## config.mk

```make
export PLATFORM = sky130hd
export DESIGN_NAME = tanimoto_threshold_screen
export DESIGN_NICKNAME = d
export VERILOG_FILES = /design/src/hw/rtl/tts_pkg.sv /design/src/hw/rtl/tts_alu.sv /design/src/hw/rtl/tanimoto_threshold_screen.sv
export SDC_FILE = /design/constraint.sdc
export NUM_CORES = 2
export LEC_CHECK = 0
export BUFFER_PORTS_ARGS = -buffer_cell sky130_fd_sc_hd__buf_2
export CAP_MARGIN = 20
export CORE_MARGIN = 5
export CORE_UTILIZATION = 42
export DETAILED_ROUTE_END_ITERATION = 12
export GPL_TIMING_DRIVEN = 0
export HOLD_SLACK_MARGIN = 0.06
export PLACE_DENSITY_LB_ADDON = 0.05
export RECOVER_POWER = 100
export SETUP_SLACK_MARGIN = 0.05
export SYNTH_ARGS = -nofsm -noshare
export SYNTH_HDL_FRONTEND = slang
export SYNTH_SLANG_ARGS = --single-unit
```

## constraint.sdc

```tcl
create_clock -name clk -period 10.5 [get_ports clk]
set_input_delay 1.05 -clock clk [delete_from_list [all_inputs] [get_ports clk]]
set_output_delay 1.05 -clock clk [all_outputs]
set_load 0.01 [all_outputs]
```

## src/hw/rtl/tts_pkg.sv

```systemverilog
// Shared types, constants and the 64-bit popcount for the Tanimoto threshold screen.
// Used by tts_alu and tanimoto_threshold_screen; depends on nothing else.
`default_nettype none

package tts_pkg;

  localparam int MAX_WORDS  = 32;
  localparam int WORD_W     = 64;
  localparam int IDX_W      = 5;
  localparam int ID_W       = 64;
  localparam int CNT_W      = 12;
  localparam int POP_W      = 7;
  localparam int WIU_W      = 6;
  localparam int THR_W      = 8;

  localparam logic [CNT_W-1:0] FIELD_MAX = 12'd4095;
  localparam logic [CNT_W-1:0] QUERY_MAX = CNT_W'(MAX_WORDS * WORD_W);

  // stream payload layout
  localparam int IN_DATA_W  = 152;
  localparam int OUT_DATA_W = 112;
  localparam int ACT_W      = 2;

  // configuration port
  localparam int CFG_IDX_W  = 2;
  localparam int CFG_DATA_W = 8;
  localparam logic [CFG_IDX_W-1:0] REG_NUM   = 2'd0;
  localparam logic [CFG_IDX_W-1:0] REG_DEN   = 2'd1;
  localparam logic [CFG_IDX_W-1:0] REG_WORDS = 2'd2;

  localparam logic [ACT_W-1:0] ACT_QUERY  = 2'd0;
  localparam logic [ACT_W-1:0] ACT_ROW    = 2'd1;
  localparam logic [ACT_W-1:0] ACT_BOUNDS = 2'd2;

  localparam logic KIND_HIT    = 1'b0;
  localparam logic KIND_BOUNDS = 1'b1;

  // shift-add / shift-subtract unit
  localparam int ALU_W      = 22;
  localparam int DIV_W      = 19;
  localparam int MUL_STEPS  = THR_W;
  localparam int STEP_CNT_W = $clog2(DIV_W + 1);

  typedef enum logic {
    ALU_MUL,
    ALU_DIV
  } alu_op_t;

  typedef struct packed {
    logic             start;
    alu_op_t          op;
    logic [ALU_W-1:0] a;
    logic [THR_W-1:0] b;
  } alu_req_t;

  typedef struct packed {
    logic             done;
    logic [ALU_W-1:0] result;
  } alu_rsp_t;

  function automatic logic [POP_W-1:0] ones64(input logic [WORD_W-1:0] v);
    logic [3:0]       byte_cnt [8];
    logic [POP_W-1:0] total;
    total = '0;
    for (int i = 0; i < 8; i++) begin
      byte_cnt[i] = '0;
      for (int j = 0; j < 8; j++) begin
        byte_cnt[i] = byte_cnt[i] + 4'(v[i*8+j]);
      end
      total = total + POP_W'(byte_cnt[i]);
    end
    return total;
  endfunction

endpackage

`default_nettype wire

```

## src/hw/rtl/tts_alu.sv

```systemverilog
// Iterative multiply / divide unit: one shared adder, one bit per cycle.
// Multiply is shift-add over the 8-bit operand, divide is restoring. Uses tts_pkg.
`default_nettype none

module tts_alu (
  input  wire               clk,
  input  wire               rst,
  input  tts_pkg::alu_req_t req,
  output tts_pkg::alu_rsp_t rsp
);
  import tts_pkg::*;

  logic [ALU_W-1:0]      acc;
  logic [ALU_W-1:0]      sh;
  logic [THR_W-1:0]      bq;
  alu_op_t               op_r;
  logic                  running;
  logic                  done;
  logic [STEP_CNT_W-1:0] cnt;

  logic [THR_W:0]        trial;
  logic [ALU_W-1:0]      add_x;
  logic [ALU_W-1:0]      add_y;
  logic                  add_c;
  logic [ALU_W-1:0]      sum;
  logic                  neg;

  always_comb begin
    trial = {acc[THR_W-1:0], sh[DIV_W-1]};
    if (op_r == ALU_MUL) begin
      add_x = acc;
      add_y = bq[0] ? sh : '0;
      add_c = 1'b0;
    end else begin
      // trial minus divisor in two's complement
      add_x = ALU_W'(trial);
      add_y = ~ALU_W'(bq);
      add_c = 1'b1;
    end
    sum = add_x + add_y + ALU_W'(add_c);
    neg = sum[ALU_W-1];
  end

  always_ff @(posedge clk) begin
    if (rst) begin
      running <= 1'b0;
      done    <= 1'b0;
      cnt     <= '0;
    end else begin
      done <= 1'b0;
      if (req.start) begin
        op_r    <= req.op;
        acc     <= '0;
        sh      <= req.a;
        bq      <= req.b;
        cnt     <= (req.op == ALU_MUL) ? STEP_CNT_W'(MUL_STEPS) : STEP_CNT_W'(DIV_W);
        running <= 1'b1;
      end else if (running) begin
        case (op_r)
          ALU_MUL: begin
            acc <= sum;
            sh  <= {sh[ALU_W-2:0], 1'b0};
            bq  <= {1'b0, bq[THR_W-1:1]};
          end
          ALU_DIV: begin
            acc <= neg ? ALU_W'(trial) : sum;
            sh  <= {sh[ALU_W-2:0], ~neg};
          end
          default: begin
            acc <= acc;
          end
        endcase
        cnt <= cnt - STEP_CNT_W'(1);
        if (cnt == STEP_CNT_W'(1)) begin
          running <= 1'b0;
          done    <= 1'b1;
        end
      end
    end
  end

  assign rsp.done   = done;
  assign rsp.result = (op_r == ALU_MUL) ? acc : ALU_W'(sh[DIV_W-1:0]);

endmodule

`default_nettype wire

```

## src/hw/rtl/tanimoto_threshold_screen.sv

```systemverilog
// Top level of the Tanimoto threshold screen: query store, overlap counting,
// sequencer and output register. Uses tts_pkg and tts_alu.
//
//  channel | dir | handshake              | payload
//  s_*     | in  | s_tvalid / s_tready    | s_tdata, s_tuser = action, s_tlast = last_word
//  m_*     | out | m_tvalid / m_tready    | m_tdata, m_tuser = kind
//  cfg_*   | in  | cfg_we (no wait)       | cfg_index, cfg_data
//
// A query word passes through S_QPOP and a row word that is not the last through S_DPOP.
// A row's last word runs two products and a bounds request two products and two quotients,
// all through tts_alu at one bit per cycle.
// s_tready is high only while the sequencer is idle; a finished result waits in the
// output register while the next item is taken, and a full register stalls the sequencer.
// Reset is synchronous; the query store has no clearing pass and is valid once written.
`default_nettype none

module tanimoto_threshold_screen (
  input  wire                               clk,
  input  wire                               rst,
  input  wire                               s_tvalid,
  output logic                              s_tready,
  // word_index[4:0], word_value[68:5], row_id[132:69], row_popcount[144:133], zero pad
  input  wire  [tts_pkg::IN_DATA_W-1:0]     s_tdata,
  // action[1:0]
  input  wire  [tts_pkg::ACT_W-1:0]         s_tuser,
  input  wire                               s_tlast,
  output logic                              m_tvalid,
  input  wire                               m_tready,
  // hit_id[63:0], intersection[75:64], union_size[87:76], lower_bound[99:88],
  // upper_bound[111:100]
  output logic [tts_pkg::OUT_DATA_W-1:0]    m_tdata,
  // kind[0]
  output logic                              m_tuser,
  input  wire                               cfg_we,
  input  wire  [tts_pkg::CFG_IDX_W-1:0]     cfg_index,
  input  wire  [tts_pkg::CFG_DATA_W-1:0]    cfg_data
);
  import tts_pkg::*;

  typedef enum logic [3:0] {
    S_IDLE,
    S_QPOP,
    S_DPOP,
    S_UNI,
    S_MUL_L,
    S_MUL_R,
    S_BND,
    S_LO_MUL,
    S_LO_DIV,
    S_HI_MUL,
    S_HI_DIV,
    S_EMIT
  } state_t;

  state_t state;

  // configuration
  logic [THR_W-1:0] thr_num;
  logic [THR_W-1:0] thr_den;
  logic [WIU_W-1:0] wiu;

  // item fields held for the work
  logic [ACT_W-1:0]  act_r;
  logic [IDX_W-1:0]  idx_r;
  logic [WORD_W-1:0] word_r;
  logic [ID_W-1:0]   id_r;
  logic [CNT_W-1:0]  rpc_r;
  logic              last_r;
  logic              rng_r;

  logic [CNT_W-1:0]  q_ones;
  logic [CNT_W-1:0]  ov;
  logic [CNT_W-1:0]  inter_r;
  logic [CNT_W:0]    uni_r;
  logic [ALU_W-1:0]  lhs_r;
  logic [CNT_W-1:0]  lo_r;
  logic              kind_r;

  logic [WORD_W-1:0] qmem [MAX_WORDS];
  logic [WORD_W-1:0] qmem_rdata;

  alu_req_t          alu_req;
  alu_rsp_t          alu_rsp;

  logic              s_fire;
  logic [IDX_W-1:0]  s_idx;
  logic              s_rng;
  logic [ACT_W-1:0]  s_act;

  logic [POP_W-1:0]  pop;
  logic [CNT_W:0]    q_sum;
  logic [CNT_W:0]    ov_sum;
  logic [CNT_W-1:0]  ov_sat;
  logic signed [CNT_W+1:0] uni_full;
  logic [CNT_W:0]    uni_clamp;
  logic [CNT_W-1:0]  cap;
  logic [CNT_W-1:0]  lo_val;
  logic [CNT_W-1:0]  hi_val;
  logic [CNT_W-1:0]  uni_out;
  logic              out_free;

  assign s_tready = (state == S_IDLE);
  assign s_fire   = s_tvalid & s_tready;
  assign s_idx    = s_tdata[IDX_W-1:0];
  assign s_act    = s_tuser;
  assign s_rng    = ({1'b0, s_idx} < wiu);
  assign out_free = ~m_tvalid | m_tready;

  tts_alu u_alu (
    .clk (clk),
    .rst (rst),
    .req (alu_req),
    .rsp (alu_rsp)
  );

  // query store: written by in-range query beats, read once per accepted beat
  always_ff @(posedge clk) begin
    if (s_fire && (s_act == ACT_QUERY) && s_rng) begin
      qmem[s_idx] <= s_tdata[IDX_W +: WORD_W];
    end
    if (s_fire) begin
      qmem_rdata <= qmem[s_idx];
    end
  end

  always_comb begin
    pop       = ones64((act_r == ACT_ROW) ? (word_r & qmem_rdata) : word_r);
    q_sum     = ((idx_r == '0) ? (CNT_W+1)'(0) : {1'b0, q_ones}) + (CNT_W+1)'(pop);
    ov_sum    = {1'b0, ov} + (CNT_W+1)'(pop);
    ov_sat    = ov_sum[CNT_W] ? FIELD_MAX : ov_sum[CNT_W-1:0];
    uni_full  = $signed({2'b00, q_ones}) + $signed({2'b00, rpc_r})
              - $signed({2'b00, inter_r});
    uni_clamp = (uni_full < 14'sd1) ? (CNT_W+1)'(1) : uni_full[CNT_W:0];
    uni_out   = uni_r[CNT_W] ? FIELD_MAX : uni_r[CNT_W-1:0];
    cap       = {wiu, 6'b000000};
    lo_val    = (alu_rsp.result > ALU_W'(FIELD_MAX)) ? FIELD_MAX
              : alu_rsp.result[CNT_W-1:0];
    hi_val    = (alu_rsp.result > ALU_W'(cap)) ? cap : alu_rsp.result[CNT_W-1:0];
  end

  // requests to the shared unit, one start pulse per operation
  always_comb begin
    alu_req.start = 1'b0;
    alu_req.op    = ALU_MUL;
    alu_req.a     = '0;
    alu_req.b     = '0;
    case (state)
      S_UNI: begin
        alu_req.start = 1'b1;
        alu_req.a     = ALU_W'(inter_r);
        alu_req.b     = thr_den;
      end
      S_MUL_L: begin
        alu_req.start = alu_rsp.done;
        alu_req.a     = ALU_W'(uni_r);
        alu_req.b     = thr_num;
      end
      S_BND: begin
        alu_req.start = 1'b1;
        alu_req.a     = ALU_W'(q_ones);
        alu_req.b     = thr_num;
      end
      S_LO_MUL: begin
        // ceiling: add den - 1 before dividing
        alu_req.start = alu_rsp.done;
        alu_req.op    = ALU_DIV;
        alu_req.a     = alu_rsp.result + ALU_W'(thr_den) - ALU_W'(1);
        alu_req.b     = thr_den;
      end
      S_LO_DIV: begin
        alu_req.start = alu_rsp.done;
        alu_req.a     = ALU_W'(q_ones);
        alu_req.b     = thr_den;
      end
      S_HI_MUL: begin
        alu_req.start = alu_rsp.done;
        alu_req.op    = ALU_DIV;
        alu_req.a     = alu_rsp.result;
        alu_req.b     = thr_num;
      end
      default: begin
        alu_req.start = 1'b0;
      end
    endcase
  end

  // configuration writes
  always_ff @(posedge clk) begin
    if (rst) begin
      thr_num <= 8'd7;
      thr_den <= 8'd10;
      wiu     <= WIU_W'(MAX_WORDS);
    end else if (cfg_we) begin
      case (cfg_index)
        REG_NUM: begin
          thr_num <= (cfg_data == '0) ? THR_W'(1) : cfg_data;
        end
        REG_DEN: begin
          thr_den <= (cfg_data == '0) ? THR_W'(1) : cfg_data;
        end
        REG_WORDS: begin
          if (cfg_data[WIU_W-1:0] == '0) begin
            wiu <= WIU_W'(1);
          end else if (cfg_data[WIU_W-1:0] > WIU_W'(MAX_WORDS)) begin
            wiu <= WIU_W'(MAX_WORDS);
          end else begin
            wiu <= cfg_data[WIU_W-1:0];
          end
        end
        default: begin
          wiu <= wiu;
        end
      endcase
    end
  end

  // sequencer, counters and output register
  always_ff @(posedge clk) begin
    if (rst) begin
      state    <= S_IDLE;
      q_ones   <= '0;
      ov       <= '0;
      m_tvalid <= 1'b0;
    end else begin
      // the emit state loads the register itself
      if (m_tvalid && m_tready && (state != S_EMIT)) begin
        m_tvalid <= 1'b0;
      end
      case (state)
        S_IDLE: begin
          if (s_fire) begin
            act_r  <= s_act;
            idx_r  <= s_idx;
            word_r <= s_tdata[IDX_W +: WORD_W];
            id_r   <= s_tdata[IDX_W+WORD_W +: ID_W];
            rpc_r  <= s_tdata[IDX_W+WORD_W+ID_W +: CNT_W];
            last_r <= s_tlast;
            rng_r  <= s_rng;
            case (s_act)
              ACT_QUERY:  state <= S_QPOP;
              ACT_ROW:    state <= S_DPOP;
              ACT_BOUNDS: state <= S_BND;
              default:    state <= S_IDLE;
            endcase
          end
        end
        S_QPOP: begin
          if (rng_r) begin
            q_ones <= (q_sum > (CNT_W+1)'(QUERY_MAX)) ? QUERY_MAX : q_sum[CNT_W-1:0];
          end
          state <= S_IDLE;
        end
        S_DPOP: begin
          if (last_r) begin
            // close the row; a word beyond the fingerprint adds nothing
            inter_r <= rng_r ? ov_sat : ov;
            ov      <= '0;
            state   <= S_UNI;
          end else begin
            if (rng_r) begin
              ov <= ov_sat;
            end
            state <= S_IDLE;
          end
        end
        S_UNI: begin
          uni_r <= uni_clamp;
          state <= S_MUL_L;
        end
        S_MUL_L: begin
          if (alu_rsp.done) begin
            lhs_r <= alu_rsp.result;
            state <= S_MUL_R;
          end
        end
        S_MUL_R: begin
          if (alu_rsp.done) begin
            if (lhs_r >= alu_rsp.result) begin
              kind_r <= KIND_HIT;
              state  <= S_EMIT;
            end else begin
              state <= S_IDLE;
            end
          end
        end
        S_BND: begin
          state <= S_LO_MUL;
        end
        S_LO_MUL: begin
          if (alu_rsp.done) begin
            state <= S_LO_DIV;
          end
        end
        S_LO_DIV: begin
          if (alu_rsp.done) begin
            lo_r  <= lo_val;
            state <= S_HI_MUL;
          end
        end
        S_HI_MUL: begin
          if (alu_rsp.done) begin
            state <= S_HI_DIV;
          end
        end
        S_HI_DIV: begin
          if (alu_rsp.done) begin
            // hold the upper bound in inter_r until the beat is built
            inter_r <= hi_val;
            kind_r  <= KIND_BOUNDS;
            state   <= S_EMIT;
          end
        end
        S_EMIT: begin
          if (out_free) begin
            m_tvalid <= 1'b1;
            m_tuser  <= kind_r;
            if (kind_r == KIND_HIT) begin
              m_tdata <= {CNT_W'(0), CNT_W'(0), uni_out, inter_r, id_r};
            end else begin
              m_tdata <= {inter_r, lo_r, CNT_W'(0), CNT_W'(0), ID_W'(0)};
            end
            state <= S_IDLE;
          end
        end
        default: begin
          state <= S_IDLE;
        end
      endcase
    end
  end

  // checks

  a_query_ones_cap: assert property (@(posedge clk) disable iff (rst)
    q_ones <= QUERY_MAX)
    else $error("query popcount above fingerprint size");

  a_row_end_clears: assert property (@(posedge clk) disable iff (rst)
    (s_fire && (s_act == ACT_ROW) && s_tlast) |=> ##1 (ov == '0))
    else $error("overlap not cleared after last row beat");

  a_alu_done_waited: assert property (@(posedge clk) disable iff (rst)
    alu_rsp.done |-> (state == S_MUL_L || state == S_MUL_R || state == S_LO_MUL ||
                      state == S_LO_DIV || state == S_HI_MUL || state == S_HI_DIV))
    else $error("arithmetic result arrived outside a wait state");

endmodule

`default_nettype wire
```

# Yosys cells after proc, flatten, opt, wreduce, memory -nomap -nowiden
# Memories as Yosys holds them, arrays and structs flattened. A register that Yosys moved wholly into a read port is not among the register bits.
# Index checks and enable logic that the tools add are counted.
dict set report classes {
  add_sub_neg 72
  n_lt_le_gt_ge 7
  n_eq_ne 29
  mux 59
  n_bitwise 9
  n_reduce_logical 32
}
# op count
set op_table {}
lappend op_table {{30-bit one-hot mux with 6 select lines} 1}
lappend op_table {{22-bit two-way mux} 7}
lappend op_table {{4-bit by 1-bit adder with 4-bit output} 32}
lappend op_table {{12-bit two-way mux} 9}
lappend op_table {{22-bit one-hot mux with 2 select lines} 2}
lappend op_table {{64-bit AND} 1}
lappend op_table {{64-bit two-way mux} 1}
lappend op_table {{4-bit one-hot mux with 11 select lines} 1}
lappend op_table {{4-bit two-way mux} 9}
lappend op_table {{3-bit by 1-bit adder with 4-bit output} 8}
lappend op_table {{8-bit two-way mux} 4}
lappend op_table {{7-bit by 4-bit adder with 7-bit output} 4}
lappend op_table {{12-bit by 7-bit adder with 13-bit output} 2}
lappend op_table {{2-bit by 1-bit adder with 3-bit output} 8}
lappend op_table {{12-bit one-hot mux with 2 select lines} 1}
lappend op_table {{22-bit by 1-bit adder with 22-bit output} 1}
lappend op_table {{22-bit adder} 1}
lappend op_table {{22-bit by 8-bit adder with 22-bit output} 1}
lappend op_table {{22-bit >= comparator} 1}
lappend op_table {{22-bit by 12-bit greater-than comparator with 1-bit output} 1}
lappend op_table {{22-bit by 12-bit greater-than comparator with 1-bit output (second input constant)} 1}
lappend op_table {{8-bit NOT with 22-bit output} 1}
lappend op_table {{22-bit by 1-bit subtractor with 22-bit output (second input constant)} 1}
lappend op_table {{21-bit two-way mux} 1}
lappend op_table {{other kinds (45)} 109}
dict set report totals {
  register_bits 433
  ram_bits 2048
  inputBits 170
  elab_cells 238
  n_memories 1
}
# memory words width read_ports rd_clocked_by_memory_dff wr line
set memory_table {}
lappend memory_table {qmem 32 64 1 1 1 tanimoto_threshold_screen.sv:79} ;# logic [WORD_W-1:0] qmem [MAX_WORDS];

# Longest topological paths before layout
dict set report logic_depth {
  word_depth 21
  ltp_mapped 31
}

# Cells and area by module
# Synthesis repeated with hierarchy kept, for this count alone.
dict set report unflattened {
  hier_cells 5221
  hier_area_um2 102051.6
}
# mod instances cells_per_inst area_per_inst_um2 seq_area_each_um2
set modules_own_cells {}
lappend modules_own_cells {tanimoto_threshold_screen 1 4793 97905.1 74111.1}
lappend modules_own_cells {tts_alu 1 428 4146.5 1731.7}

# Worst setup path before layout
# OpenSTA, ideal clock, no wires.
dict set report synth_path {
  kind {register to register}
  start {register act_r[0]}
  end {register inter_r[4] (data pin)}
  t_arrival_ps 7956
  t_required_ps 10238
  slack_ps 2283
  path_stages_with_launch 28
  path_buffers 3
  period_less_slack_ps 8217
  cell_sequence {edfxtp_1 -> nand2b_1 -> clkbuf_1 -> clkbuf_1 -> o21ai_0 -> fa_1 -> inv_1 -> fa_1 -> inv_1 -> fa_1 -> inv_1 -> fa_1 -> fa_1 -> fa_1 -> fa_1 -> fa_1 -> ha_1 -> fa_1 -> fa_1 -> a21o_1 -> a21oi_1 -> inv_1 -> maj3_2 -> a21o_1 -> a21o_1 -> buf_2 -> a221oi_1 -> nor2_1}
}
dict set report synth_via {
  elab_chain_cells 21
}
# item line
set synth_lines {}
lappend synth_lines {{start, declared} tanimoto_threshold_screen.sv:63} ;# logic [ACT_W-1:0] act_r;
lappend synth_lines {{start signal, assigned} tanimoto_threshold_screen.sv:232} ;# act_r <= s_act;
lappend synth_lines {{2-bit by 1-bit equality test with 1-bit output (*)} tanimoto_threshold_screen.sv:127} ;# pop = ones64((act_r == ACT_ROW) ? (word_r & qmem_rdata) : word_r);
lappend synth_lines {{64-bit two-way mux (*)} tanimoto_threshold_screen.sv:127}
lappend synth_lines {{1-bit by 1-bit adder with 2-bit output} tts_pkg.sv:68} ;# byte_cnt[i] = byte_cnt[i] + 4'(v[i*8+j]);
lappend synth_lines {{2-bit by 1-bit adder with 3-bit output} tts_pkg.sv:68}
lappend synth_lines {{3-bit by 1-bit adder with 4-bit output} tts_pkg.sv:68}
lappend synth_lines {{4-bit by 1-bit adder with 4-bit output (4 in a row)} tts_pkg.sv:68}
lappend synth_lines {{4-bit by 4-bit adder with 5-bit output} tts_pkg.sv:70} ;# total = total + POP_W'(byte_cnt[i]);
lappend synth_lines {{5-bit by 4-bit adder with 6-bit output} tts_pkg.sv:70}
lappend synth_lines {{6-bit by 4-bit adder with 7-bit output} tts_pkg.sv:70}
lappend synth_lines {{7-bit by 4-bit adder with 7-bit output (3 in a row)} tts_pkg.sv:70}
lappend synth_lines {{7-bit by 4-bit adder with 7-bit output (*)} tts_pkg.sv:70}
lappend synth_lines {{12-bit by 7-bit adder with 13-bit output (*)} tanimoto_threshold_screen.sv:129} ;# ov_sum = {1'b0, ov} + (CNT_W+1)'(pop);
lappend synth_lines {{12-bit two-way mux (*)} tanimoto_threshold_screen.sv:130} ;# ov_sat = ov_sum[CNT_W] ? FIELD_MAX : ov_sum[CNT_W-1:0];
lappend synth_lines {{12-bit two-way mux (*)} n/a}
lappend synth_lines {{12-bit two-way mux (*)} tanimoto_threshold_screen.sv:254} ;# if (last_r) begin
lappend synth_lines {{12-bit one-hot mux with 2 select lines (*)} tanimoto_threshold_screen.sv:229} ;# case (state)
lappend synth_lines {{end signal, assigned} tanimoto_threshold_screen.sv:256} ;# inter_r <= rng_r ? ov_sat : ov;
lappend synth_lines {{end signal, assigned} tanimoto_threshold_screen.sv:308} ;# inter_r <= hi_val;
lappend synth_lines {{end, declared} tanimoto_threshold_screen.sv:73} ;# logic [CNT_W-1:0] inter_r;
# Mark *: on every way between the ends. The rest lies on a longest branch, timed or not. The select of a mux whose other input is x is not followed.
# A chain may end at the register's enable or synchronous reset.

# Worst setup path after layout
dict set report layout_path {
  start {register state[1]}
  end {memory qmem[3][37], enable pin}
}
dict set report layout_via {
  elab_chain_cells 6
}
# item line
set layout_lines {}
lappend layout_lines {{start, declared} tanimoto_threshold_screen.sv:55} ;# state_t state;
lappend layout_lines {{start signal, assigned} tanimoto_threshold_screen.sv:220} ;# state <= S_IDLE;
lappend layout_lines {{start signal, assigned} tanimoto_threshold_screen.sv:240} ;# ACT_QUERY: state <= S_QPOP;
lappend layout_lines {{start signal, assigned} tanimoto_threshold_screen.sv:241} ;# ACT_ROW: state <= S_DPOP;
lappend layout_lines {{4-bit logical NOT} tanimoto_threshold_screen.sv:102} ;# assign s_tready = (state == S_IDLE);
lappend layout_lines {{1-bit AND} tanimoto_threshold_screen.sv:103} ;# assign s_fire = s_tvalid & s_tready;
lappend layout_lines {{net s_fire} tanimoto_threshold_screen.sv:85} ;# logic s_fire;
lappend layout_lines {{1-bit logical AND (2 in a row)} tanimoto_threshold_screen.sv:118} ;# if (s_fire && (s_act == ACT_QUERY) && s_rng) begin
lappend layout_lines {{1-bit two-way mux} tanimoto_threshold_screen.sv:118}
lappend layout_lines {{1-bit two-way mux (implied by the code)} tanimoto_threshold_screen.sv:119} ;# qmem[s_idx] <= s_tdata[IDX_W +: WORD_W];
lappend layout_lines {{end, declared} tanimoto_threshold_screen.sv:79}
# The timed path passes the listed nets, and every way through them passes these cells.

==> run_results.csv <==
group,metric,value,unit
sta,rsz0062_at_grt,"no",
finish,drive_gt1_share,18.83,%
outcome,status,"finished with violations",
sta,skew,0.05868,ns
synthesis,synth-seq-area-share,74.51,%
detailed_routing,vias,56660,
power_and_ir_drop,p_sw,11.82,mW
die,chipHeight,502.3,um
clock_tree,cts_buffer_depth,4,
power_and_ir_drop,p_sw_share,35.10,%
worst_setup_path,critPathLaunchType,"register",
min_path,min_path_type,"primary input to register",
min_path,hold_start,"s_tdata[97]",
worst_setup_path,cp_max_fo,33,
worst_setup_path,reg2reg_to,"qmem[3][37]",
synthesis,ys_ff_latch,2545,
finish,seq_area,75840,um2
synthesis,syn-cell-area,101800,um2
worst_setup_path,critical_path_class,"register to register",
clock_tree,postCtsHoldBufs,0,
min_path,holdPathStages,1,
synthesis,synth_cell_types,88,
sta,slew_violations,1700,
clock_tree,clock_latency,0.93,ns
synthesis,synth_warnings,0,
finish,nNetsFinal,6417,
finish,n_fill_cell,20210,
worst_setup_path,crit_path_end_kind,"register",
global_routing,grt_overflow_total,0,
sta,slew_headroom,-144.4,%
global_routing,grt_pass1_vias,55970,
placed_design,place_hpwl,234700,um
detailed_routing,drt-initial-drc-count,6793,
detailed_routing,antenna_left,0,
worst_setup_path,r2r-start,"state[1]",
synthesis,synthArstFlopShare,0,%
sta,timing.final.crit_share,99.24,%
finish,area_growth,15.91,%
global_routing,grt_pass1_wl,463200,um
placed_design,port_buffers,276,
finish,multiInputGateArea,24350,um2
detailed_routing,drc_errors,0,
detailed_routing,wirelength,337800,um
worst_setup_path,r2r_slack,0.08,ns
synthesis,synth_edf_count,2487,
clock_tree,cts_tree,"yes",
placed_design,dpl_cell_area,112100,um2
finish,final_area,118000,um2
power_and_ir_drop,vdd_drop_max,1102,uV
job,max_cap_viol_count,96,
clock_tree,cts_sinks,2545,
detailed_routing,firstDrtPassIters,6,
worst_setup_path,critical_path_arrival,10.92,ns
clock_tree,root_buffer,"clkbuf_16",
power_and_ir_drop,power_frac_comb,35.9,%
die,dieWidth,502.3,um
global_routing,grt_max_degree,63,
outcome,violations,"capacitance limit, slew limit",
worst_setup_path,r2r_cells,12,
clock_tree,cts_buffers,296,
global_routing,antenna_found_initial,28,
synthesis,synthFlopType,"edfxtp_1",
synthesis,syn-num-nets,5610,
detailed_routing,drt-wirelength-per-cell,35.77,um
sta,fmax,0.09597,GHz
detailed_routing,viasPerCell,5.999,
sta,setup_viol,0,
power_and_ir_drop,clockPowerShare,29.2,%
sta,setup_tns,0,ns
die,fp.dieArea,252300,um2
placed_design,place.gp.congestion,0.9121,
worst_setup_path,cp.required,11.00,ns
min_path,whs_endpoint,"id_r[28]",
sta,timing.final.crit_period,10.42,ns
sta,tightest_slew,3.667,ns
die,ios,285,
synthesis,syn_area_per_cell,19.44,um2
die,core_area,241000,um2
sta,final_hold_viol_count,0,
clock_tree,clk_pin_slew,0.06,ns
finish,finish.utilization,48.96,%
die,fp-row-count,180,
clock_tree,cts_max_level,5,
synthesis,netlist_instances,5236,
power_and_ir_drop,p_seq_share,34.8,%
die,initial_core_util,42.24,%
global_routing,track_usage,26.55,%
power_and_ir_drop,leakage,37.98,nW
power_and_ir_drop,p_per_area,285.4,nW/um2
power_and_ir_drop,p_int,21.85,mW
[placed cells by master (no fill, tap or decap), types with 69 or more instances in the layout]
master     count
edfxtp_1    2487
clkbuf_1     541
mux4_2       512
clkbuf_16    304
a22oi_1      268
nor2_1       195
inv_1        165
nand2_1      160
ha_1         133
nor2b_1      108
a21oi_1      105
buf_2        101
o21ai_0       91
fa_1          71
nand4_1       69
[how the worst max path moves through the flow]
stage | start | to | slack [ns] | depth (start not counted)
6_report | state[1] | qmem[3][37] | 0.08 | 12
5_1_grt | act_r[0] | inter_r[0] | 0.09 | 28
3_5_place_dp | act_r[0] | inter_r[1] | -0.17 | 28
2_1_floorplan | act_r[0] | inter_r[4] | 2.28 | 27
3_3_place_gp | s_tvalid | qmem[2][43] | -5.47 | 6
4_1_cts | act_r[1] | inter_r[1] | 0.36 | 27
[cells in the mapped netlist, types with 5 or more instances]
| master | n | area, um2 |
|---|---|---|
| a22oi_1 | 268 | 2012 |
| nor3b_1 | 10 | 75.07 |
| a41oi_1 | 5 | 43.79 |
| o21a_1 | 58 | 435.4 |
| inv_1 | 163 | 611.8 |
| fa_1 | 71 | 1421 |
| clkbuf_1 | 193 | 724.4 |
| o31ai_1 | 5 | 37.54 |
| nor3_1 | 37 | 185.2 |
| nor4_1 | 8 | 50.05 |
| o21ai_0 | 86 | 430.4 |
| nor2_1 | 196 | 735.7 |
| xor2_1 | 25 | 219.0 |
| mux2i_1 | 32 | 320.3 |
| edfxtp_1 | 2487 | 74680 |
| nand4_1 | 69 | 431.7 |
| o21bai_1 | 7 | 52.55 |
| buf_1 | 52 | 195.2 |
| nor2b_1 | 108 | 675.7 |
| a21oi_1 | 104 | 520.5 |
| a31oi_1 | 19 | 118.9 |
| a221oi_1 | 23 | 201.4 |
| buf_2 | 9 | 45.04 |
| xnor2_1 | 36 | 315.3 |
| nand2_1 | 160 | 600.6 |
| nand3b_1 | 6 | 45.04 |
| o221ai_1 | 5 | 43.79 |
| o211ai_1 | 17 | 127.6 |
| nand2b_1 | 19 | 118.9 |
| mux4_2 | 512 | 11530 |
| and3_1 | 19 | 118.9 |
| dfxtp_1 | 58 | 1161 |
| nand3_1 | 29 | 145.1 |
| a21o_1 | 36 | 270.3 |
| ha_1 | 133 | 1664 |
| a22o_1 | 5 | 43.79 |
| and2_1 | 38 | 237.7 |
| o21ai_1 | 10 | 50.05 |
| or3_1 | 7 | 43.79 |
| or2_2 | 7 | 43.79 |
| a211oi_1 | 18 | 135.1 |
[power groups by stage]
stage               Clock [mW]  Sequential, mW  Combinational (mW)
finish                    9.84            11.7                12.1
global placement             0            12.0                11.8
floorplan                    0            12.0                12.0
detailed placement           0            11.9                12.1
global route              10.4            11.7                13.0
CTS                       10.0            11.7                12.2
[flip-flops by register name (all words and copies together) (netlist names), 6 cells and up]
register / count
qmem: 2048
m_tdata: 112
id_r: 64
qmem_rdata: 64
word_r: 64
lhs_r: 22
u_alu.acc: 22
u_alu.sh: 22
uni_r: 13
inter_r: 12
lo_r: 12
ov: 12
q_ones: 12
rpc_r: 12
thr_den: 8
thr_num: 8
u_alu.bq: 8
wiu: 6
[metal layers]
| layer | up-vias | wire length [um] | GRT usage [%] |
|---|---|---|---|
| met5 | - | 12 | 0 |
| met4 | 2 | 12580 | 7.562 |
| met3 | 592 | 27060 | 4.685 |
| met2 | 2653 | 156200 | 42.24 |
| met1 | 30390 | 142000 | 37.95 |
| li1 | 23030 | - | - |
[critical path: stages (launching register included)]
cell      delay (ns)
dfxtp_1         0.29
clkbuf_1        0.22
nor4_1          0.56
and2_4          0.23
clkbuf_1        2.54
nand2_1         0.32
a21oi_1         0.40
nand3_1         0.35
nor2_1          1.12
clkbuf_1        0.99
clkbuf_1        1.14
clkbuf_1        1.02
clkbuf_2        0.77
[per-stage QoR]
stage	setup WS [ns]	cells	hold slack (ns)	total power, mW
6_report	0.08026	9446	0.3112	33.67
5_1_grt	0.08982	9440	0.2571	35.14
4_1_cts	0.3625	9433	0.2431	33.87
3_5_place_dp	-0.1739	8927	0.4687	24.02
3_3_place_gp	-5.471	8697	0.4548	23.82
2_1_floorplan	2.283	5236	0.4416	23.99
[kinds of logic after synthesis]
family | count (synthesis) | synth area share [%]
adder cells (fa/ha/maj) | 206 | 3.052
XOR/XNOR | 61 | 0.5249
AO/OA/AOI/OAI | 726 | 5.052
buffers and inverters | 419 | 1.556
flip-flops | 2545 | 74.51
AND/OR/NAND/NOR | 731 | 3.621
multiplexers | 548 | 11.69
[area by class of cell]
cell class                 instances  share of cell area (%)
tap                             3185                   3.378
sequential                      2545                   64.28
clock buffer                     353                   6.620
timing repair buffer             509                   2.579
clock inverter                   153                   1.083
buffer                           254                  0.8791
inverter                         165                  0.5249
antenna                           10                 0.02121
multi-input combinational       2272                   20.64
[repair_timing]
| item | 4_1_cts | 5_1_grt |
|---|---|---|
| setup endpoints to repair | 19 | 0 |
| buffers inserted | 0 | 0 |
| resized for setup | 3 | 0 |
Note: power is estimated with default switching activity, not from simulation.
